### config.mk
export PLATFORM = sky130hd
export DESIGN_NAME = mce_outq
export DESIGN_NICKNAME = d
export VERILOG_FILES = /design/src/rtl/mce_pkg.sv /design/src/rtl/mce_outq.sv
export SDC_FILE = /design/constraint.sdc
export NUM_CORES = 1
export LEC_CHECK = 0
export ABC_AREA = 1
export ABC_CLOCK_PERIOD_IN_PS = 4100
export BUFFER_PORTS_ARGS = -buffer_cell sky130_fd_sc_hd__clkbuf_2
export CORE_UTILIZATION = 60
export CTS_CLUSTER_SIZE = 40
export DETAILED_ROUTE_END_ITERATION = 10
export GPL_TIMING_DRIVEN = 0
export PLACE_DENSITY_LB_ADDON = 0.05
export REMOVE_ABC_BUFFERS = 1
export SYNTH_ARGS = -nofsm -noshare
export SYNTH_HDL_FRONTEND = slang
export SYNTH_SLANG_ARGS = --single-unit
### constraint.sdc
create_clock -name clk -period 4.1 [get_ports clk]
set_input_delay 0.205 -clock clk [delete_from_list [all_inputs] [get_ports clk]]
set_output_delay 0.205 -clock clk [all_outputs]
set_load 0.01 [all_outputs]
### src/rtl/mce_pkg.sv
// ----------------------------------------------------------------------------
// mce_pkg
// Shared constants, codes and handshake structs of the MOV/CLR executor.
// ----------------------------------------------------------------------------
`default_nettype none
package mce_pkg;

    localparam int MEMORY_WORDS = 32768;
    localparam int MEM_AW       = $clog2(MEMORY_WORDS);

    localparam logic [2:0] FN_LOAD = 3'd0;
    localparam logic [2:0] FN_STEP = 3'd1;
    localparam logic [2:0] FN_READ = 3'd2;
    localparam logic [2:0] FN_RREG = 3'd3;
    localparam logic [2:0] FN_INIT = 3'd4;

    localparam logic [1:0] K_READ   = 2'd0;
    localparam logic [1:0] K_WRITE  = 2'd1;
    localparam logic [1:0] K_FETCH  = 2'd2;
    localparam logic [1:0] K_REPORT = 2'd3;

    localparam logic [2:0] ST_OK      = 3'd0;
    localparam logic [2:0] ST_HALT    = 3'd1;
    localparam logic [2:0] ST_INVALID = 3'd2;
    localparam logic [2:0] ST_ODD     = 3'd3;
    localparam logic [2:0] ST_UNSUP   = 3'd4;

    localparam logic [15:0] OP_HALT   = 16'o0000000;
    localparam logic [9:0]  OP_CLR_HI = 10'o0050;
    localparam logic [3:0]  OP_MOV_HI = 4'd1;

    typedef struct packed {
        logic        valid;
        logic [1:0]  kind;
        logic [15:0] addr;
        logic [15:0] data;
    } trace_t;

    typedef struct packed {
        logic        valid;
        logic [15:0] addr;
        logic [15:0] data;
        logic [2:0]  status;
    } report_t;

    function automatic logic pc_mode_bad(input logic [2:0] mode, input logic [2:0] r);
        return (r == 3'd7) && (mode == 3'd2 || mode == 3'd3 || mode == 3'd6 || mode == 3'd7);
    endfunction

endpackage
`default_nettype wire

### src/rtl/mce_outq.sv
// ----------------------------------------------------------------------------
// mce_outq
// Trace buffer: holds an item's bus accesses and plays them out with its report.
// ----------------------------------------------------------------------------
`default_nettype none
module mce_outq import mce_pkg::*; (
    input  wire logic        clk,
    input  wire logic        rst_n,
    input  wire trace_t      push,
    input  wire report_t     fin,
    output logic             active,
    output logic             strobe,
    output logic [1:0]       access_kind,
    output logic [15:0]      access_address,
    output logic [15:0]      read_data,
    output logic [2:0]       status,
    output logic             last
);

    trace_t      buf_reg [8];
    logic [2:0]  cnt_reg;
    logic [2:0]  rptr_reg;
    logic        active_reg;
    report_t     rep_reg;
    logic        at_rep;

    assign active = active_reg;
    assign strobe = active_reg;
    assign at_rep = (rptr_reg == cnt_reg);

    always_comb
    begin
        if (at_rep)
        begin
            access_kind    = K_REPORT;
            access_address = rep_reg.addr;
            read_data      = rep_reg.data;
            status         = rep_reg.status;
        end
        else
        begin
            access_kind    = buf_reg[rptr_reg].kind;
            access_address = buf_reg[rptr_reg].addr;
            read_data      = buf_reg[rptr_reg].data;
            status         = ST_OK;
        end
        last = active_reg && at_rep;
    end

    always_ff @(posedge clk or negedge rst_n)
    begin
        if (!rst_n)
        begin
            cnt_reg    <= 3'd0;
            rptr_reg   <= 3'd0;
            active_reg <= 1'b0;
        end
        else
        begin
            if (push.valid)
            begin
                buf_reg[cnt_reg] <= push;
                cnt_reg          <= cnt_reg + 3'd1;
            end
            if (fin.valid)
            begin
                rep_reg    <= fin;
                rptr_reg   <= 3'd0;
                active_reg <= 1'b1;
            end
            else if (active_reg)
            begin
                if (at_rep)
                begin
                    active_reg <= 1'b0;
                    cnt_reg    <= 3'd0;
                end
                else
                begin
                    rptr_reg <= rptr_reg + 3'd1;
                end
            end
        end
    end

endmodule
`default_nettype wire

Word-level counts from Yosys, hierarchy flattened --
Memory sizes are Yosys's and may differ from the RTL's. Cells that the tools add are included.
Cells by class: add/sub/neg operators 2, equal/unequal tests 2, mux-type cells 16, reduce and logical (&&, ||, !) cells 5
Operators with widths (count):
- $mux W16 | 2
- $mux W3 | 8
- $add A3 B1 Y3 const B | 2
- $mux W1 | 5
- $reduce_and A2 Y1 | 2
- $eq A3 B3 Y1 | 1
- $logic_and A1 B1 Y1 | 2
- $mux W2 | 1
- $ne A2 B2 Y1 const B | 1
- $reduce_bool A2 Y1 | 1
Word-level totals: bits in registers 42, RAM bits 280, input bits 73, output and inout bits 40, logic and storage cells 32, memories kept 1
Memory list:
- buf_reg | words 8, width 35, read ports 1, clocked after Yosys merged registers in 0, write ports 1, line mce_outq.sv:20 | trace_t buf_reg [8];

Depth between registers and ports, before layout --
Gate-level depths: netlist of the first run.
word-level depth 5, depth in mapped cells 9

Least setup slack after synthesis of the first run --
OpenSTA, ideal clock, no wires.
path kind flip-flop to flip-flop, from register cnt_reg[0], to memory buf_reg[0][0] in the netlist's numbering (enable), arrival time 2.085 ns, data required time 3.675 ns, setup slack 1.590 ns, cell stages (with the launch flop) 4, path buffers 0, cells stage by stage dfrtp_1 -> inv_1 -> nand3_1 -> nor2_1
RTL lines:
- from (decl) | line mce_outq.sv:21 | logic [2:0] cnt_reg;
- from (signal assigned) | line mce_outq.sv:63 | cnt_reg <= cnt_reg + 3'd1;
- to (decl) | line mce_outq.sv:20
No word-level cell before the write port.

Worst setup path after layout of the first run --
from register rptr_reg[2], to output port read_data[11]
On the way: cells in the longest elaborated chain, start to end 2
Ends and longest elaborated chain:
- from (decl) | line mce_outq.sv:22 | logic [2:0] rptr_reg;
- from (signal assigned) | line mce_outq.sv:80 | rptr_reg <= rptr_reg + 3'd1;
- $mem_v2 Z8 W35 / $eq A3 B3 Y1 (equally long branches)
- $mux W16 * | line mce_outq.sv:33 | if (at_rep)
- to (decl) | line mce_outq.sv:15 | output logic [15:0] read_data,
Mark *: on every way between the ends. The rest lies on a longest branch, timed or not.

==> impl_metrics.yaml, run 1 <==
status:
  status: "complete, no violations"
power_and_ir_drop:
  p_comb_share_pct: 31.3
  cellPowerDensity_nw_per_um2: 611
  static-leakage-power_nw: 6.45
  p_sw_share_pct: 34.7
  pwr-share-clk_pct: 26.8
  p_sw_w: 0.00330
  sequentialPowerShare_pct: 41.9
  p_int_w: 0.00620
  totalPowerFinal_w: 0.00949
  peakVddDrop_mv: 0.564
placed_design:
  place.gp.congestion: 0.719
  place_area_um2: 13900
  io_buffer_count: 112
  dp_hpwl_mm: 14.2
logic_synthesis:
  yosys_warnings: 0
  postSynthAreaPerCell_um2: 11.0
  synth_top_cell_by_area: "edfxtp_1"
  ys_seq_area_share_pct: 72.4
  synth_cell_types: 17
  netlist_top_cells_area: "edfxtp_1 (71%), nand2_1 (16%), nand3_1 (5.7%)"
  syn_area_um2: 13000
  synth_seq_cells: 314
  synthCells: 1181
  synth_top_area_share_pct: 71.0
route:
  vias: 8807
  routed_wirelength_mm: 28.2
  via_per_inst: 5.35
  drt_iter0_drc: 712
  wl_per_cell_um: 17.2
  drc: 0
  dr.pass1.iters: 5
  ant_nets: 0
sta:
  relSlewSlack_pct: 39.1
  skew_ps: 5.55
  max_freq_ghz: 0.262
  rsz0062_at_grt: "no"
  tightest_slew_ps: 913
  finalSetupViolations: 0
  hold_viol_final: 0
  layout_min_cycle_time_ps: 3820
  post-route-period-util_pct: 93.1
  drv_slew: 0
worst_setup_path:
  reg2regPathDepth: 8
  critPathRequiredTime_ps: 3890
  path_class: "register to output port"
  end_kind: "output port"
  arrival_ps: 3610
  rr_endpoint: "rptr_reg[0]$_DFFE_PN0P_"
  cp-startpoint: "rptr_reg[2]$_DFFE_PN0P_"
  rrSetupSlack_ps: 1400
  r2r_start: "rptr_reg[2]$_DFFE_PN0P_"
  crit_path_start_kind: "register"
  worst-path-max-fanout: 43
  worstSetupEndpoint: "read_data[11]"
global_route:
  grt_pass1_wl_mm: 44.1
  grt_pass1_vias: 8492
  grt_max_degree: 109
  grt_overflow: 0
  grt_antenna_before_repair: 0
  grt_util_all_layers_pct: 26.3
layout:
  seqCellArea_um2: 9400
  largest_reg_flops: 272
  layout_common_cells: "nand2_1 (555), edfxtp_1 (307), nand3_1 (147)"
  syn2layout_area_growth_pct: 19.7
  multiInputGateArea_um2: 3040
  drive_above_1_share_pct: 12.9
  nets: 1424
  final_area_um2: 15500
  layout_commonest_cell: "nand2_1"
  fillerInstances: 1428
  diodes: 0
floorplanning:
  initial_core_util_pct: 61.5
  rows: 53
  die_h_um: 149
  die_w_um: 149
  io_pins: 113
  core_um2: 21100
  dieArea_um2: 22200
clock_tree:
  clk_pin_slew_ps: 60
  cts_tree: "yes"
  cts-root-buf: "clkbuf_16"
  numCtsBuffers: 31
  cts_setup_buffers: 0
  clk_latency_ps: 540
  clock_path_buffers: 3
  htreeDepth: 1
  cts_num_sinks: 314
min_path:
  hp-class: "input pin to register"
flow_run:
  drv_cap: 0
## per-stage QoR
stage	utilization [%]	instances	setup WS [ps]	hold slack, ps	TNS (ps)
2_1_floorplan	-	1121	-1240	-90.6	-50540
4_1_cts	73.7	1646	245	1.89	0
5_1_grt	73.7	1646	121	39.8	0
6_report	73.7	1646	283	25.7	0
3_3_place_gp	64.3	1508	-5650	74.2	-251730
3_5_place_dp	65.9	1520	-492	81.4	-13150
## cells in the mapped netlist
library cell  instances
nand2_1             555
edfxtp_1            307
nand3_1             147
inv_1                76
buf_2                27
buf_4                15
nor2_1               13
clkbuf_1             10
buf_1                 8
dfrtp_1               7
inv_2                 4
nand4_1               4
xor2_1                3
ha_1                  2
nand3_2               1
o21ai_0               1
xnor2_1               1
## critical path, cell delays in order (launching register included)
cell and delay [ps]:
dfrtp_2 520, buf_12 240, inv_4 430, nand2_1 110, nand2_1 140, nand3_4 580, inv_6 600, nand2_1 90
nand2_1 140, clkbuf_2 150
## what timing repair did
| item | in CTS | in global routing |
|---|---|---|
| gates resized for setup | 4 | 0 |
| endpoints found under the setup margin | 34 | 0 |
| hold buffers | 71 | 0 |
| endpoints found under the hold margin | 315 | 0 |
## layout make-up
class	instances	area share (%)
multi-input cells	727	19.5
well taps	275	2.22
clock inverters	16	0.612
clock buffers	39	5.19
inverters	80	2.03
flip-flops and latches	314	60.5
repair buffers	195	9.88
## cells by family (layout without fill, tap and decap cells)
logic type	Yosys count	count (layout)	share of synthesized area, %
simple gates	720	720	22.4
flops	314	314	72.4
buf+inv	140	330	4.74
xor+xnor	4	4	0.270
fa+ha+maj	2	2	0.193
compound gates	1	1	0.0385
## per-layer routing
metal / track usage [%] / wire, um / up-vias
li1: - / - / 4255
met1: 35.8 / 11700 / 4200
met2: 43.9 / 14000 / 293
met3: 3.27 / 1750 / 59
met4: 9.23 / 746 / 0
met5: 0 / 0 / -
## power groups by stage
| stage | registers, W | clock network (W) | logic, W |
|---|---|---|---|
| finish | 0.00398 | 0.00254 | 0.00298 |
| global route | 0.00400 | 0.00268 | 0.00335 |
| CTS | 0.00397 | 0.00257 | 0.00299 |
| detailed placement | 0.00404 | 0 | 0.00291 |
| global placement | 0.00422 | 0 | 0.00271 |
| floorplan | 0.00407 | 0 | 0.00171 |
## worst min path at each step
stage	start	end	slack, ps	cells after the start
after detailed placement	rst_n	cnt_reg[2]$_DFF_PN0_	80	1
after CTS	push[34]	cnt_reg[0]$_DFF_PN0_	2	4
after global routing	push[34]	cnt_reg[0]$_DFF_PN0_	40	4
final	push[34]	cnt_reg[0]$_DFF_PN0_	30	4
after global placement	rst_n	cnt_reg[1]$_DFF_PN0_	70	1
after floorplan	rst_n	active$_DFF_PN0_	-90	0
Note: power is estimated with default switching activity, not from simulation.
==> run 2, diff against run 1 <==
--- a/config.mk
+++ b/config.mk
@@ -7,10 +7,10 @@
 export LEC_CHECK = 0
 export ABC_AREA = 1
 export ABC_CLOCK_PERIOD_IN_PS = 4100
-export BUFFER_PORTS_ARGS = -buffer_cell sky130_fd_sc_hd__clkbuf_2
 export CORE_UTILIZATION = 60
 export CTS_CLUSTER_SIZE = 40
 export DETAILED_ROUTE_END_ITERATION = 10
+export DONT_BUFFER_PORTS = 1
 export GPL_TIMING_DRIVEN = 0
 export PLACE_DENSITY_LB_ADDON = 0.05
 export REMOVE_ABC_BUFFERS = 1
==> impl_metrics.yaml, run 2 (synthesis results as in run 1) <==
global_route:
  grt_overflow: 0
  grt_max_degree: 85
  grt_pass1_wl_mm: 42.7
  grt_pass1_vias: 7993
  grt_util_all_layers_pct: 25.9
  grt_antenna_before_repair: 0
placed_design:
  dp_cells: 1408
  io_buffer_count: 0
  place.gp.congestion: 0.739
  place_area_um2: 13400
  dp_hpwl_mm: 13.8
worst_setup_path:
  end_kind: "output port"
  rr_endpoint: "rptr_reg[0]$_DFFE_PN0P_"
  slowest_stage: "dfrtp_4"
  max_stage_delay_ps: 790
  worst_path_most_repeated_cell: "nand2_1"
  r2r_start: "rptr_reg[0]$_DFFE_PN0P_"
  path_cells: "buf_16, inv_6, nand2_1, nand2_1, nand3_4, inv_8, nand2_1, nand2_1"
  path_class: "register to output port"
  arrival_ps: 3520
  reg2regPathDepth: 8
  critPathRequiredTime_ps: 3890
  rrSetupSlack_ps: 920
  worst-path-max-fanout: 73
  crit_path_start_kind: "register"
status:
  status: "complete, no violations"
floorplanning:
  rows: 53
  die_h_um: 149
  initial_core_util_pct: 61.5
  io_pins: 113
  core_um2: 21100
  die_w_um: 149
  dieArea_um2: 22200
sta:
  hold_viol_final: 0
  drv_slew: 0
  max_freq_ghz: 0.269
  layout_min_cycle_time_ps: 3720
  relSlewSlack_pct: 38.7
  fin_setup_tns_ps: 0
  post-route-period-util_pct: 90.8
  skew_ps: 12.6
  hold_ws_ps: 26.4
  rsz0062_at_grt: "no"
  finalSetupViolations: 0
  tightest_slew_ps: 918
power_and_ir_drop:
  peakVddDrop_mv: 0.503
  sequentialPowerShare_pct: 41.7
  p_sw_w: 0.00329
  p_sw_share_pct: 34.3
  static-leakage-power_nw: 6.08
  pwr-share-clk_pct: 30.2
  p_int_w: 0.00628
  p_comb_share_pct: 28.1
  totalPowerFinal_w: 0.00957
  cellPowerDensity_nw_per_um2: 631
route:
  drt_iter0_drc: 675
  drc: 0
  wl_per_cell_um: 18.1
  vias: 8375
  ant_nets: 0
  routed_wirelength_mm: 27.9
  via_per_inst: 5.43
  dr.pass1.iters: 5
clock_tree:
  clk_latency_ps: 500
  numCtsBuffers: 34
  cts-root-buf: "clkbuf_16"
  cts_setup_buffers: 0
  cts_num_sinks: 314
  clock_path_buffers: 3
  htreeDepth: 2
  clk_pin_slew_ps: 60
  cts_tree: "yes"
layout:
  layout_common_cells: "nand2_1 (555), edfxtp_1 (307), nand3_1 (147)"
  final_cells: 1542
  final_area_um2: 15200
  layout_commonest_cell: "nand2_1"
  largest_reg_flops: 272
  syn2layout_area_growth_pct: 16.9
  diodes: 0
  drive_above_1_share_pct: 5.68
  nets: 1317
flow_run:
  drv_cap: 0
min_path:
  hp-class: "input pin to async pin"
[run 2: cell types whose count changed in the layout (fill, tap and decap cells not counted), sizes merged]
cell,previous run,this run
bufinv,1,2
clkbuf,151,45
dlygate4sd3,71,72
inv,81,80
nand3,148,149
[run 2: what timing repair did]
action	4_1_cts	5_1_grt
hold endpoints to repair	320	0
hold buffers	72	0
gates cloned	0	1
endpoints found under the setup margin	33	32
gates resized for setup	3	1
[run 2: metrics by stage]
step | worst slack (ps) | utilization [%]
floorplan | -1240 | -
global placement | -5610 | 61.7
detailed placement | -389 | 63.3
CTS | 75.1 | 71.9
global route | 174 | 71.9
finish | 376 | 71.9
[run 2: metal layers]
metal	wire (um)	up-vias	GRT usage (%)
li1	-	4040	-
met1	11200	3969	34.8
met5	0	-	0
met2	14100	317	43.8
met4	591	0	7.86
met3	2050	49	4.28
[run 2: how the worst max path moves through the flow]
stage / startpoint / depth (start not counted) / slack, ps / to
finish: rptr_reg[0]$_DFFE_PN0P_ / 8 / 380 / read_data[11]
global route: rptr_reg[0]$_DFFE_PN0P_ / 8 / 170 / access_address[0]
CTS: rptr_reg[0]$_DFFE_PN0P_ / 8 / 80 / access_address[0]
detailed placement: rptr_reg[0]$_DFFE_PN0P_ / 8 / -390 / access_address[0]
global placement: rptr_reg[0]$_DFFE_PN0P_ / 7 / -5610 / access_address[13]
floorplan: rptr_reg[0]$_DFFE_PN0P_ / 7 / -1240 / access_address[0]
[run 2: power groups by stage]
stage | clock network, W | logic (W) | registers, W
floorplan | 0 | 0.00171 | 0.00407
global placement | 0 | 0.00236 | 0.00423
detailed placement | 0 | 0.00255 | 0.00405
CTS | 0.00293 | 0.00266 | 0.00398
global route | 0.00305 | 0.00301 | 0.00401
finish | 0.00289 | 0.00269 | 0.00399
[run 2: area by class of cell]
| type | count | area (um2) |
|---|---|---|
| clock inverters | 16 | 116 |
| clock buffers | 45 | 956 |
| flip-flops and latches | 314 | 9400 |
| repair buffers | 84 | 991 |
| fillers | 1442 | 5920 |
| inverters | 80 | 315 |
| multi-input cells | 728 | 3050 |
| well taps | 275 | 344 |
[run 2: worst max-delay path, delay by kind of cell (launching register included)]
family                 cells  cell delay, ps
buffers and inverters      3            1160
flip-flops                 1             790
AND/OR/NAND/NOR            5             990
